==> src/rtl/core/dcsio_pkg.sv <==
// shared types and constants of the dual cpu shared i/o register block
// no dependencies
`default_nettype none

package dcsio_pkg;

  localparam int unsigned AddrW = 32;
  localparam int unsigned DataW = 8;
  localparam int unsigned KeyW  = 10;
  localparam int unsigned ExtW  = 7;

  // register addresses
  localparam logic [AddrW-1:0] AddrKeyinLo  = 32'h0400_0130;
  localparam logic [AddrW-1:0] AddrKeyinHi  = 32'h0400_0131;
  localparam logic [AddrW-1:0] AddrKeyctlLo = 32'h0400_0132;
  localparam logic [AddrW-1:0] AddrKeyctlHi = 32'h0400_0133;
  localparam logic [AddrW-1:0] AddrExtkeyLo = 32'h0400_0136;
  localparam logic [AddrW-1:0] AddrExtkeyHi = 32'h0400_0137;
  localparam logic [AddrW-1:0] AddrMemLo    = 32'h0400_0204;
  localparam logic [AddrW-1:0] AddrMemHi    = 32'h0400_0205;
  localparam logic [AddrW-1:0] AddrWmapMain = 32'h0400_0247;
  localparam logic [AddrW-1:0] AddrWmapSec  = 32'h0400_0241;

  // field masks
  localparam logic [7:0]  KeyctlHiMask  = 8'hC3;
  localparam logic [7:0]  MemctlHiMask  = 8'hC8;
  localparam logic [7:0]  MemctlHiForce = 8'h20;
  localparam logic [15:0] MirrorMask    = 16'hFF80;
  localparam logic [15:0] StatusLoMask  = 16'h007F;
  localparam logic [1:0]  WmapMask      = 2'b11;
  localparam logic [1:0]  WmapReset     = 2'b11;

  // access kinds
  localparam logic ModeRead  = 1'b0;
  localparam logic ModeWrite = 1'b1;
  localparam logic CpuMain   = 1'b0;
  localparam logic CpuSecond = 1'b1;

  typedef struct packed {
    logic             mode;
    logic             cpu;
    logic [AddrW-1:0] address;
    logic [DataW-1:0] write_data;
    logic [KeyW-1:0]  key_lines;
    logic [ExtW-1:0]  ext_key_lines;
  } access_t;

  typedef struct packed {
    logic [DataW-1:0] read_data;
    logic             unknown_address;
    logic             wram_refresh;
  } result_t;

endpackage

`default_nettype wire

==> src/rtl/core/dcsio_regs.sv <==
// register file with address decode, read mux and masked write update
// depends on dcsio_pkg
`default_nettype none

module dcsio_regs (
  input  wire logic              clk_i,
  input  wire logic              rst_ni,
  input  wire logic              commit_i,
  input  wire dcsio_pkg::access_t acc_i,
  output dcsio_pkg::result_t     res_o
);

  logic [15:0] key_ctrl_main_q, key_ctrl_main_d;
  logic [15:0] key_ctrl_second_q, key_ctrl_second_d;
  logic [15:0] mem_ctrl_q, mem_ctrl_d;
  logic [15:0] mem_status_q, mem_status_d;
  logic [1:0]  wram_map_q, wram_map_d;

  logic        is_sec;
  logic [15:0] kc;
  logic [7:0]  wd;

  assign is_sec = (acc_i.cpu == dcsio_pkg::CpuSecond);
  assign kc     = is_sec ? key_ctrl_second_q : key_ctrl_main_q;
  assign wd     = acc_i.write_data;

  always_comb begin
    res_o             = '0;
    key_ctrl_main_d   = key_ctrl_main_q;
    key_ctrl_second_d = key_ctrl_second_q;
    mem_ctrl_d        = mem_ctrl_q;
    mem_status_d      = mem_status_q;
    wram_map_d        = wram_map_q;

    if (acc_i.mode == dcsio_pkg::ModeRead) begin
      if (acc_i.address == dcsio_pkg::AddrKeyinLo) begin
        res_o.read_data = acc_i.key_lines[7:0];
      end else if (acc_i.address == dcsio_pkg::AddrKeyinHi) begin
        res_o.read_data = {6'd0, acc_i.key_lines[9:8]};
      end else if (acc_i.address == dcsio_pkg::AddrKeyctlLo) begin
        res_o.read_data = kc[7:0];
      end else if (acc_i.address == dcsio_pkg::AddrKeyctlHi) begin
        res_o.read_data = kc[15:8];
      end else if (!is_sec && acc_i.address == dcsio_pkg::AddrMemLo) begin
        res_o.read_data = mem_ctrl_q[7:0];
      end else if (!is_sec && acc_i.address == dcsio_pkg::AddrMemHi) begin
        res_o.read_data = mem_ctrl_q[15:8];
      end else if (!is_sec && acc_i.address == dcsio_pkg::AddrWmapMain) begin
        res_o.read_data = {6'd0, wram_map_q};
      end else if (is_sec && acc_i.address == dcsio_pkg::AddrExtkeyLo) begin
        res_o.read_data = {1'b0, acc_i.ext_key_lines};
      end else if (is_sec && acc_i.address == dcsio_pkg::AddrExtkeyHi) begin
        res_o.read_data = '0;
      end else if (is_sec && acc_i.address == dcsio_pkg::AddrMemLo) begin
        res_o.read_data = mem_status_q[7:0];
      end else if (is_sec && acc_i.address == dcsio_pkg::AddrMemHi) begin
        res_o.read_data = mem_status_q[15:8];
      end else if (is_sec && acc_i.address == dcsio_pkg::AddrWmapSec) begin
        res_o.read_data = {6'd0, wram_map_q};
      end else begin
        res_o.unknown_address = 1'b1;
      end
    end else if (!is_sec) begin
      if (acc_i.address == dcsio_pkg::AddrKeyctlLo) begin
        key_ctrl_main_d = {key_ctrl_main_q[15:8], wd};
      end else if (acc_i.address == dcsio_pkg::AddrKeyctlHi) begin
        key_ctrl_main_d = {wd & dcsio_pkg::KeyctlHiMask, key_ctrl_main_q[7:0]};
      end else if (acc_i.address == dcsio_pkg::AddrMemLo) begin
        mem_ctrl_d   = {mem_ctrl_q[15:8], wd};
        mem_status_d = (mem_status_q & dcsio_pkg::StatusLoMask)
                     | (mem_ctrl_d & dcsio_pkg::MirrorMask);
      end else if (acc_i.address == dcsio_pkg::AddrMemHi) begin
        mem_ctrl_d   = {(wd & dcsio_pkg::MemctlHiMask) | dcsio_pkg::MemctlHiForce,
                        mem_ctrl_q[7:0]};
        mem_status_d = (mem_status_q & dcsio_pkg::StatusLoMask)
                     | (mem_ctrl_d & dcsio_pkg::MirrorMask);
      end else if (acc_i.address == dcsio_pkg::AddrWmapMain) begin
        wram_map_d         = wd[1:0] & dcsio_pkg::WmapMask;
        res_o.wram_refresh = 1'b1;
      end else begin
        res_o.unknown_address = 1'b1;
      end
    end else begin
      if (acc_i.address == dcsio_pkg::AddrKeyctlLo) begin
        key_ctrl_second_d = {key_ctrl_second_q[15:8], wd};
      end else if (acc_i.address == dcsio_pkg::AddrKeyctlHi) begin
        key_ctrl_second_d = {wd & dcsio_pkg::KeyctlHiMask, key_ctrl_second_q[7:0]};
      end else if (acc_i.address == dcsio_pkg::AddrMemLo) begin
        mem_status_d = (mem_ctrl_q & dcsio_pkg::MirrorMask)
                     | ({8'd0, wd} & dcsio_pkg::StatusLoMask);
      end else if (acc_i.address == dcsio_pkg::AddrMemHi) begin
        // accepted, nothing changes
      end else begin
        res_o.unknown_address = 1'b1;
      end
    end
  end

  always_ff @(posedge clk_i or negedge rst_ni) begin
    if (!rst_ni) begin
      key_ctrl_main_q   <= '0;
      key_ctrl_second_q <= '0;
      mem_ctrl_q        <= '0;
      mem_status_q      <= '0;
      wram_map_q        <= dcsio_pkg::WmapReset;
    end else if (commit_i) begin
      key_ctrl_main_q   <= key_ctrl_main_d;
      key_ctrl_second_q <= key_ctrl_second_d;
      mem_ctrl_q        <= mem_ctrl_d;
      mem_status_q      <= mem_status_d;
      wram_map_q        <= wram_map_d;
    end
  end

endmodule

`default_nettype wire

==> src/rtl/core/dual_cpu_shared_io_registers.sv <==
// top level of the dual cpu shared i/o register block
// depends on dcsio_pkg and dcsio_regs
`default_nettype none

// Byte-wide i/o register block shared by a main and a secondary processor.
// Each input transaction is one byte read or write from either port at a
// full 32-bit address; each produces exactly one output transaction carrying
// the read byte (0 on writes and unknown addresses), an unknown-address flag
// and a work-RAM refresh pulse. Internally a transaction lands in an input
// register, is decoded and applied to the register file by one short layer of
// compare/mux logic, and the answer is held in an output register, from which
// it can be taken. One transaction is taken every cycle as long as the output
// side keeps draining; the register file is written when a transaction moves
// from the input register to the output register, so each access sees every
// earlier one. Key lines are sampled with the transaction. Reset clears all
// control words and sets the work-RAM mapping field to 3.

module dual_cpu_shared_io_registers (
  input  wire logic        clk_i,
  input  wire logic        rst_ni,
  // input channel
  input  wire logic        in_valid_i,
  output logic             in_ready_o,
  input  wire logic        mode_i,
  input  wire logic        cpu_i,
  input  wire logic [31:0] address_i,
  input  wire logic [7:0]  write_data_i,
  input  wire logic [9:0]  key_lines_i,
  input  wire logic [6:0]  ext_key_lines_i,
  // output channel
  output logic             out_valid_o,
  input  wire logic        out_ready_i,
  output logic [7:0]       read_data_o,
  output logic             unknown_address_o,
  output logic             wram_refresh_o
);

  // input register stage
  logic               s1_valid_q;
  dcsio_pkg::access_t s1_acc_q;

  // output register stage
  logic               out_valid_q;
  dcsio_pkg::result_t out_res_q;

  dcsio_pkg::result_t res;
  logic               s1_advance;

  // stage 1 moves on when the output register is empty or being drained
  assign s1_advance = s1_valid_q && (!out_valid_q || out_ready_i);
  // take a new transaction whenever stage 1 is empty or moving on
  assign in_ready_o = !s1_valid_q || !out_valid_q || out_ready_i;

  always_ff @(posedge clk_i or negedge rst_ni) begin
    if (!rst_ni) begin
      s1_valid_q <= 1'b0;
    end else if (in_ready_o) begin
      s1_valid_q <= in_valid_i;
    end
  end

  // payload register, no reset needed
  always_ff @(posedge clk_i) begin
    if (in_ready_o && in_valid_i) begin
      s1_acc_q.mode          <= mode_i;
      s1_acc_q.cpu           <= cpu_i;
      s1_acc_q.address       <= address_i;
      s1_acc_q.write_data    <= write_data_i;
      s1_acc_q.key_lines     <= key_lines_i;
      s1_acc_q.ext_key_lines <= ext_key_lines_i;
    end
  end

  // decode, read mux and register file update
  dcsio_regs u_regs (
    .clk_i    (clk_i),
    .rst_ni   (rst_ni),
    .commit_i (s1_advance),
    .acc_i    (s1_acc_q),
    .res_o    (res)
  );

  always_ff @(posedge clk_i or negedge rst_ni) begin
    if (!rst_ni) begin
      out_valid_q <= 1'b0;
    end else if (!out_valid_q || out_ready_i) begin
      out_valid_q <= s1_valid_q;
    end
  end

  always_ff @(posedge clk_i) begin
    if (s1_advance) begin
      out_res_q <= res;
    end
  end

  assign out_valid_o       = out_valid_q;
  assign read_data_o       = out_res_q.read_data;
  assign unknown_address_o = out_res_q.unknown_address;
  assign wram_refresh_o    = out_res_q.wram_refresh;

endmodule

`default_nettype wire

==> config.mk <==
export PLATFORM = sky130hd
export DESIGN_NAME = dual_cpu_shared_io_registers
export DESIGN_NICKNAME = d
export VERILOG_FILES = /design/src/rtl/core/dcsio_pkg.sv /design/src/rtl/core/dcsio_regs.sv /design/src/rtl/core/dual_cpu_shared_io_registers.sv
export SDC_FILE = /design/constraint.sdc
export NUM_CORES = 1
export LEC_CHECK = 0
export BUFFER_PORTS_ARGS = -buffer_cell sky130_fd_sc_hd__buf_2
export CAP_MARGIN = 5
export CORE_MARGIN = 4
export CORE_UTILIZATION = 50
export CTS_BUF_LIST = sky130_fd_sc_hd__clkbuf_8
export CTS_CLUSTER_SIZE = 24
export DETAILED_ROUTE_END_ITERATION = 16
export PLACE_DENSITY_LB_ADDON = 0.2
export SLEW_MARGIN = 25
export SYNTH_ARGS = -nofsm -noshare
export SYNTH_HDL_FRONTEND = slang
export SYNTH_SLANG_ARGS = --single-unit
==> constraint.sdc <==
create_clock -name clk_i -period 3.2 [get_ports clk_i]
set_input_delay 0.16 -clock clk_i [delete_from_list [all_inputs] [get_ports clk_i]]
set_output_delay 0.16 -clock clk_i [all_outputs]
set_load 0.01 [all_outputs]
Yosys cells after proc, flatten, opt, wreduce, memory -nomap -nowiden --
Cells that the tools add are included. Widths: inputs -> output; s select.
Cells by class: bitwise operators 9, reduce and logical (&&, ||, !) cells 26, muxes and demuxes 48, equal/unequal tests 11
Operators by type and width (count):
- $eq 32x27->1 const B | 10
- $mux 16 | 9
- $mux 8 | 14
- $or 7x16->16 | 2
- $mux 1 | 20
- $or 16x7->16 | 1
- $reduce_and 6->1 | 2
- $logic_and 1x1->1 | 10
- $mux 2 | 5
- $reduce_and 5->1 | 2
- $reduce_and 4->1 | 2
- $reduce_and 8->1 | 1
- $reduce_and 7->1 | 1
- $not 1->1 | 6
- $reduce_or 6->1 | 1
- $logic_not 1->1 | 3
- $logic_or 1x1->1 | 3
- $ne 2x1->1 const B | 1
- $reduce_bool 2->1 | 1
Word-level totals: register bits after elaboration 125

Logic depth before layout (Yosys ltp) --
depth after elaboration 15, gate-level depth with buffers 8

Cells and area by module --
Synthesis repeated with hierarchy kept, for this count alone.
Second synthesis, totals: cell total of the unflattened synthesis 343, area total of the unflattened synthesis 5098.6 um^2
Modules (own cells, without submodules):
- dcsio_regs | cells an instance 266, area each 2922.8 um^2, times used 1, sequential area each 1253.7 um^2
- dual_cpu_shared_io_registers | cells an instance 77, area each 2175.8 um^2, times used 1, sequential area each 2122.0 um^2

Worst setup path before layout --
No wires, ideal clock.
path type flip-flop to flip-flop, start register out_valid_q, in the netlist out_valid_o, end register s1_acc_q[0] (netlist name), enable pin, period minus slack after synthesis 2.448 ns, buffers on the path 0, setup slack 0.752 ns, arrival time 2.025 ns, stages on the path, launching flop included 3, data required time 2.777 ns, path through dfrtp_1 -> nand3b_1 -> and2_1
Between the ends: word-level cells in the longest chain between the ends 4
RTL lines:
- start: declaration | RTL line dual_cpu_shared_io_registers.sv:43 | logic out_valid_q;
- start signal: assignment | RTL line dual_cpu_shared_io_registers.sv:87 | out_valid_q <= s1_valid_q;
- $logic_not 1->1 | RTL line dual_cpu_shared_io_registers.sv:52 | assign in_ready_o = !s1_valid_q || !out_valid_q || out_ready_i;
- $logic_or 1x1->1 (2 in series) | RTL line dual_cpu_shared_io_registers.sv:52
- named net in_ready_o | RTL line dual_cpu_shared_io_registers.sv:23 | output logic in_ready_o,
- $logic_and 1x1->1 | RTL line dual_cpu_shared_io_registers.sv:64 | if (in_ready_o && in_valid_i) begin
- end: declaration | RTL line dual_cpu_shared_io_registers.sv:40 | dcsio_pkg::access_t s1_acc_q;
The timed path passes the listed nets, and every way through them passes these cells. A chain may end at the register's enable or synchronous reset.

Worst setup path after layout --
start register s1_acc_q[45] (netlist name), end register u_regs.mem_status_q[4]
Between the ends: word-level cells in the longest chain between the ends 5, elaborated cells on any way between the ends 13, those cells by class eq/ne: 5; mux: 4; bitwise: 2; reduce/logical: 2
RTL lines:
- $eq 32x27->1 | RTL line dcsio_regs.sv:68, dcsio_regs.sv:88
- $mux 16 | RTL line dcsio_regs.sv:68 | end else if (acc_i.address == dcsio_pkg::AddrMemLo) begin
- $mux 16 | RTL line dcsio_regs.sv:66 | end else if (acc_i.address == dcsio_pkg::AddrKeyctlHi) begin
- $mux 16 | RTL line dcsio_regs.sv:64 | if (acc_i.address == dcsio_pkg::AddrKeyctlLo) begin
- $mux 16 | RTL line dcsio_regs.sv:63 | end else if (!is_sec) begin
- end signal: assignment | RTL line dcsio_regs.sv:110 | mem_status_q <= mem_status_d;
- end: declaration | RTL line dcsio_regs.sv:16 | logic [15:0] mem_status_q, mem_status_d;
Several ways; a longest one is shown, not always the timed one. The select of a mux whose other input is x is not followed.

==> impl_results.md <==
- Leading cell types in the layout, fill and taps excluded: 73 x buf_2, 69 x edfxtp_1, 61 x dlygate4sd3_1, 50 x dfrtp_1, 47 x mux2_2
- Mux share of post-synthesis cell area: between 10% and 20%
- Fin crit period: around 2.7 ns
- Nets@finish: around 570
- Final hold violations: 0
- Fmax: 0.368 GHz
- Starting Density: 52.3%
- Met3 WL: just under 900 µm
- Post-synthesis adder-cell area fraction: 0%
- TritonCTS clock tree: yes
- Max-cap violations: 0
- Hold buffer count at CTS: slightly above 60
- Routed length on met1: about 4.8 mm
- Global-route wire length before repair: 19.1 mm
- Yosys warning count: 0
- Unique masters post-synth: 54
- Design area: slightly below 0.007 mm²
- Worst Path Required: approximately 3.5 ns
- Hpwl dp: 7.63 mm
- Slew HR: between 50% and 60%
- DR top layer: met4
- Net load switching power: a little under 0.0008 W
- DR WL/cell: 18.0 µm
- CP startpoint kind: flop
- Remaining Overflow, GRT: 0
- Area growth, synth to finish: 30.8%
- Final ANT Viol Nets: 0
- Power Dens Cells: 517 mW/mm²
- Synth Area in Compound Gates: under 10%
- Crit share post-route: a little over four fifths
- Root buffer cell: clkbuf_8
- Cell Area, Synth: 0.00518 mm²
- I/O pin count: 75
- Largest family of logic cells by synthesized area: multiplexers
- Number of enable flip-flop cells after synthesis: a little under 70
- Share of cells above drive strength 1: approximately a third
- Clk buf depth: 2
- Arrival @ worst endpoint: between 3 and 4 ns
- Prevailing post-synth register cell: edfxtp_1
- DR vias/cell: around 5.5
- Port Buffers: 74
- DR iter-0 viols: roughly 210
- Post-cts repair resize count: 0
- Setup repair bufs after CTS: 0
- VDD IR max: 394 µV
- Setup Skew: around 0.015 ns
- Unrepaired setup endpoints after global routing: false
- Initial antenna violation count: 0
- Worst slew pin tran: a little under 0.7 ns
- TritonCTS buffer count: 17
- Cells after Synth: about 360
- Vias: 3631
- N_diodes: 0
- Die Y: between 100 and 150 µm
- Crit path max fanout: 8
- Critical path class: reg -> reg
- Post-route DRC: 0
- Commonest non-fill, non-tap cell in the layout: buf_2
- Clk_lat worst skew: between 0.4 and 0.5 ns
- DR pass1 iterations: 5
- Clock power share: between 40% and 50%
- Core area: about 0.01 mm²
- Row count: 36
- Sink Count: approximately 120
- Seq/Total Area, Yosys: around 65%
- Placed cell areas: 0.00572 mm²
- Post-synth ARST share: roughly 43%
- Share of total power in combinational logic: under 10%
- Final Max Slew Viols: 0
- Die X: about 110 µm
- GP Congestion: ~0.88
- H-tree depth: 4
- Status: completed
- Number of global-route vias before repair: ~3.8k
- Largest net degree at the start of global routing: 52
- Die area: about 0.012 mm²
- Post-Synth Simple-Gate Area: between 10% and 20%
- Reg power frac: around half
- Internal power: around 0.0027 W
- Syn_nets: about 420
- Post-route setup TNS: 0 ns
- Routed wl met2: about 5.9 mm
- Drt total wl: between 10 and 15 mm
- HP Class: in -> reg
- Synth Area in XOR/XNOR: 0%
- GRT Util Overall: between 20% and 30%
- Syn_area_per_cell: about 14 µm²
- Clock Pin Slew Worst Setup and Hold Paths: about 0.07 ns
- Worst setup EP type: flop
- Synth Register Bits: around 120
- Sw frac: 22.5%
- Leakage power: between 2 and 3 nW
- # setup viols final: 0
synthesized netlist by cell type (6+ instances only):
| cell | n | area share (%) |
|---|---|---|
| a21oi_1 | 12 | 1.2 |
| clkbuf_1 | 10 | 0.72 |
| dfrtp_1 | 50 | 24 |
| edfxtp_1 | 69 | 40 |
| mux2_2 | 47 | 10 |
| mux2i_1 | 16 | 3.1 |
| nand2_1 | 16 | 1.2 |
| nand2b_1 | 9 | 1.1 |
| nand3_1 | 8 | 0.77 |
| nor2_1 | 21 | 1.5 |
| nor4_1 | 6 | 0.72 |
| o21ai_0 | 12 | 1.2 |
per-layer routing:
metal	global-route usage (%)	vias to the layer above
met5	0	-
met4	8.55	0
met3	6.87	21
li1	-	1689
met1	26.9	1775
met2	36.1	146
power by group through the flow:
stage               clock network, W  registers (W)  logic [W]
floorplan                          0        0.00178  0.0000884
CTS                          0.00153        0.00176   0.000240
detailed placement                 0        0.00179   0.000182
finish                       0.00150        0.00176   0.000240
global placement                   0        0.00179   0.000177
global route                 0.00161        0.00176   0.000265
path summary, 6_finish.rpt:
path                       slack [ns]                       to  cells past startpoint                   start
max                              0.48   u_regs.mem_status_q[4]                      7            s1_acc_q[45]
max in group asynchronous        2.42     u_regs.mem_ctrl_q[7]                      3                  rst_ni
min reg2reg                      0.50   u_regs.mem_status_q[7]                      2  u_regs.mem_status_q[7]
min                              0.03               s1_valid_q                      3             out_ready_i
max reg2reg                      0.48   u_regs.mem_status_q[4]                      7            s1_acc_q[45]
min in group asynchronous        0.28  u_regs.mem_status_q[13]                      2                  rst_ni
sequential cells by signal (all words and copies together) (netlist names):
name / cells
out_valid_o: 1
read_data_o: 8
s1_acc_q: 59
s1_valid_q: 1
u_regs.key_ctrl_main_q: 12
u_regs.key_ctrl_second_q: 12
u_regs.mem_ctrl_q: 12
u_regs.mem_status_q: 12
u_regs.wram_map_q: 2
unknown_address_o: 1
wram_refresh_o: 1
cell type report:
class	instances	area (µm²)
clock inverter	14	193
timing repair buffer	146	1070
clock buffer	18	248
multi-input combinational	221	1720
fill	738	3140
tap	133	166
inverter	2	7.51
sequential	121	3380
worst max-delay path, cell delays in order (launching register included):
cell      delay, ns
edfxtp_1       0.36
nor4_1         0.42
and4_1         0.45
nand4_1        0.29
nor4_1         0.31
nor2b_1        0.21
buf_4          0.20
mux2_2         0.34
metrics by stage:
stage | setup WS [ns] | hold slack (ns) | power (W) | std cells | utilization, %
2_1_floorplan | 0.752 | -0.136 | 0.00187 | 361 | -
3_3_place_gp | 0.567 | 0.336 | 0.00196 | 562 | 57.7
3_5_place_dp | 0.513 | 0.236 | 0.00197 | 562 | 57.7
4_1_cts | 0.483 | 0.00516 | 0.00352 | 655 | 68.3
5_1_grt | 0.209 | 0.0307 | 0.00364 | 655 | 68.3
6_report | 0.483 | 0.0284 | 0.00350 | 655 | 68.3
kinds of logic (layout without fill, tap and decap cells):
logic type             count (synthesis)  count (layout)
buffers and inverters                 19             180
DFF                                  121             121
muxes                                 64              64
and+or+nand+nor                      108             108
AOI/OAI and AO/OA                     49              49
No activity file was read; power rests on OpenSTA's default activity.
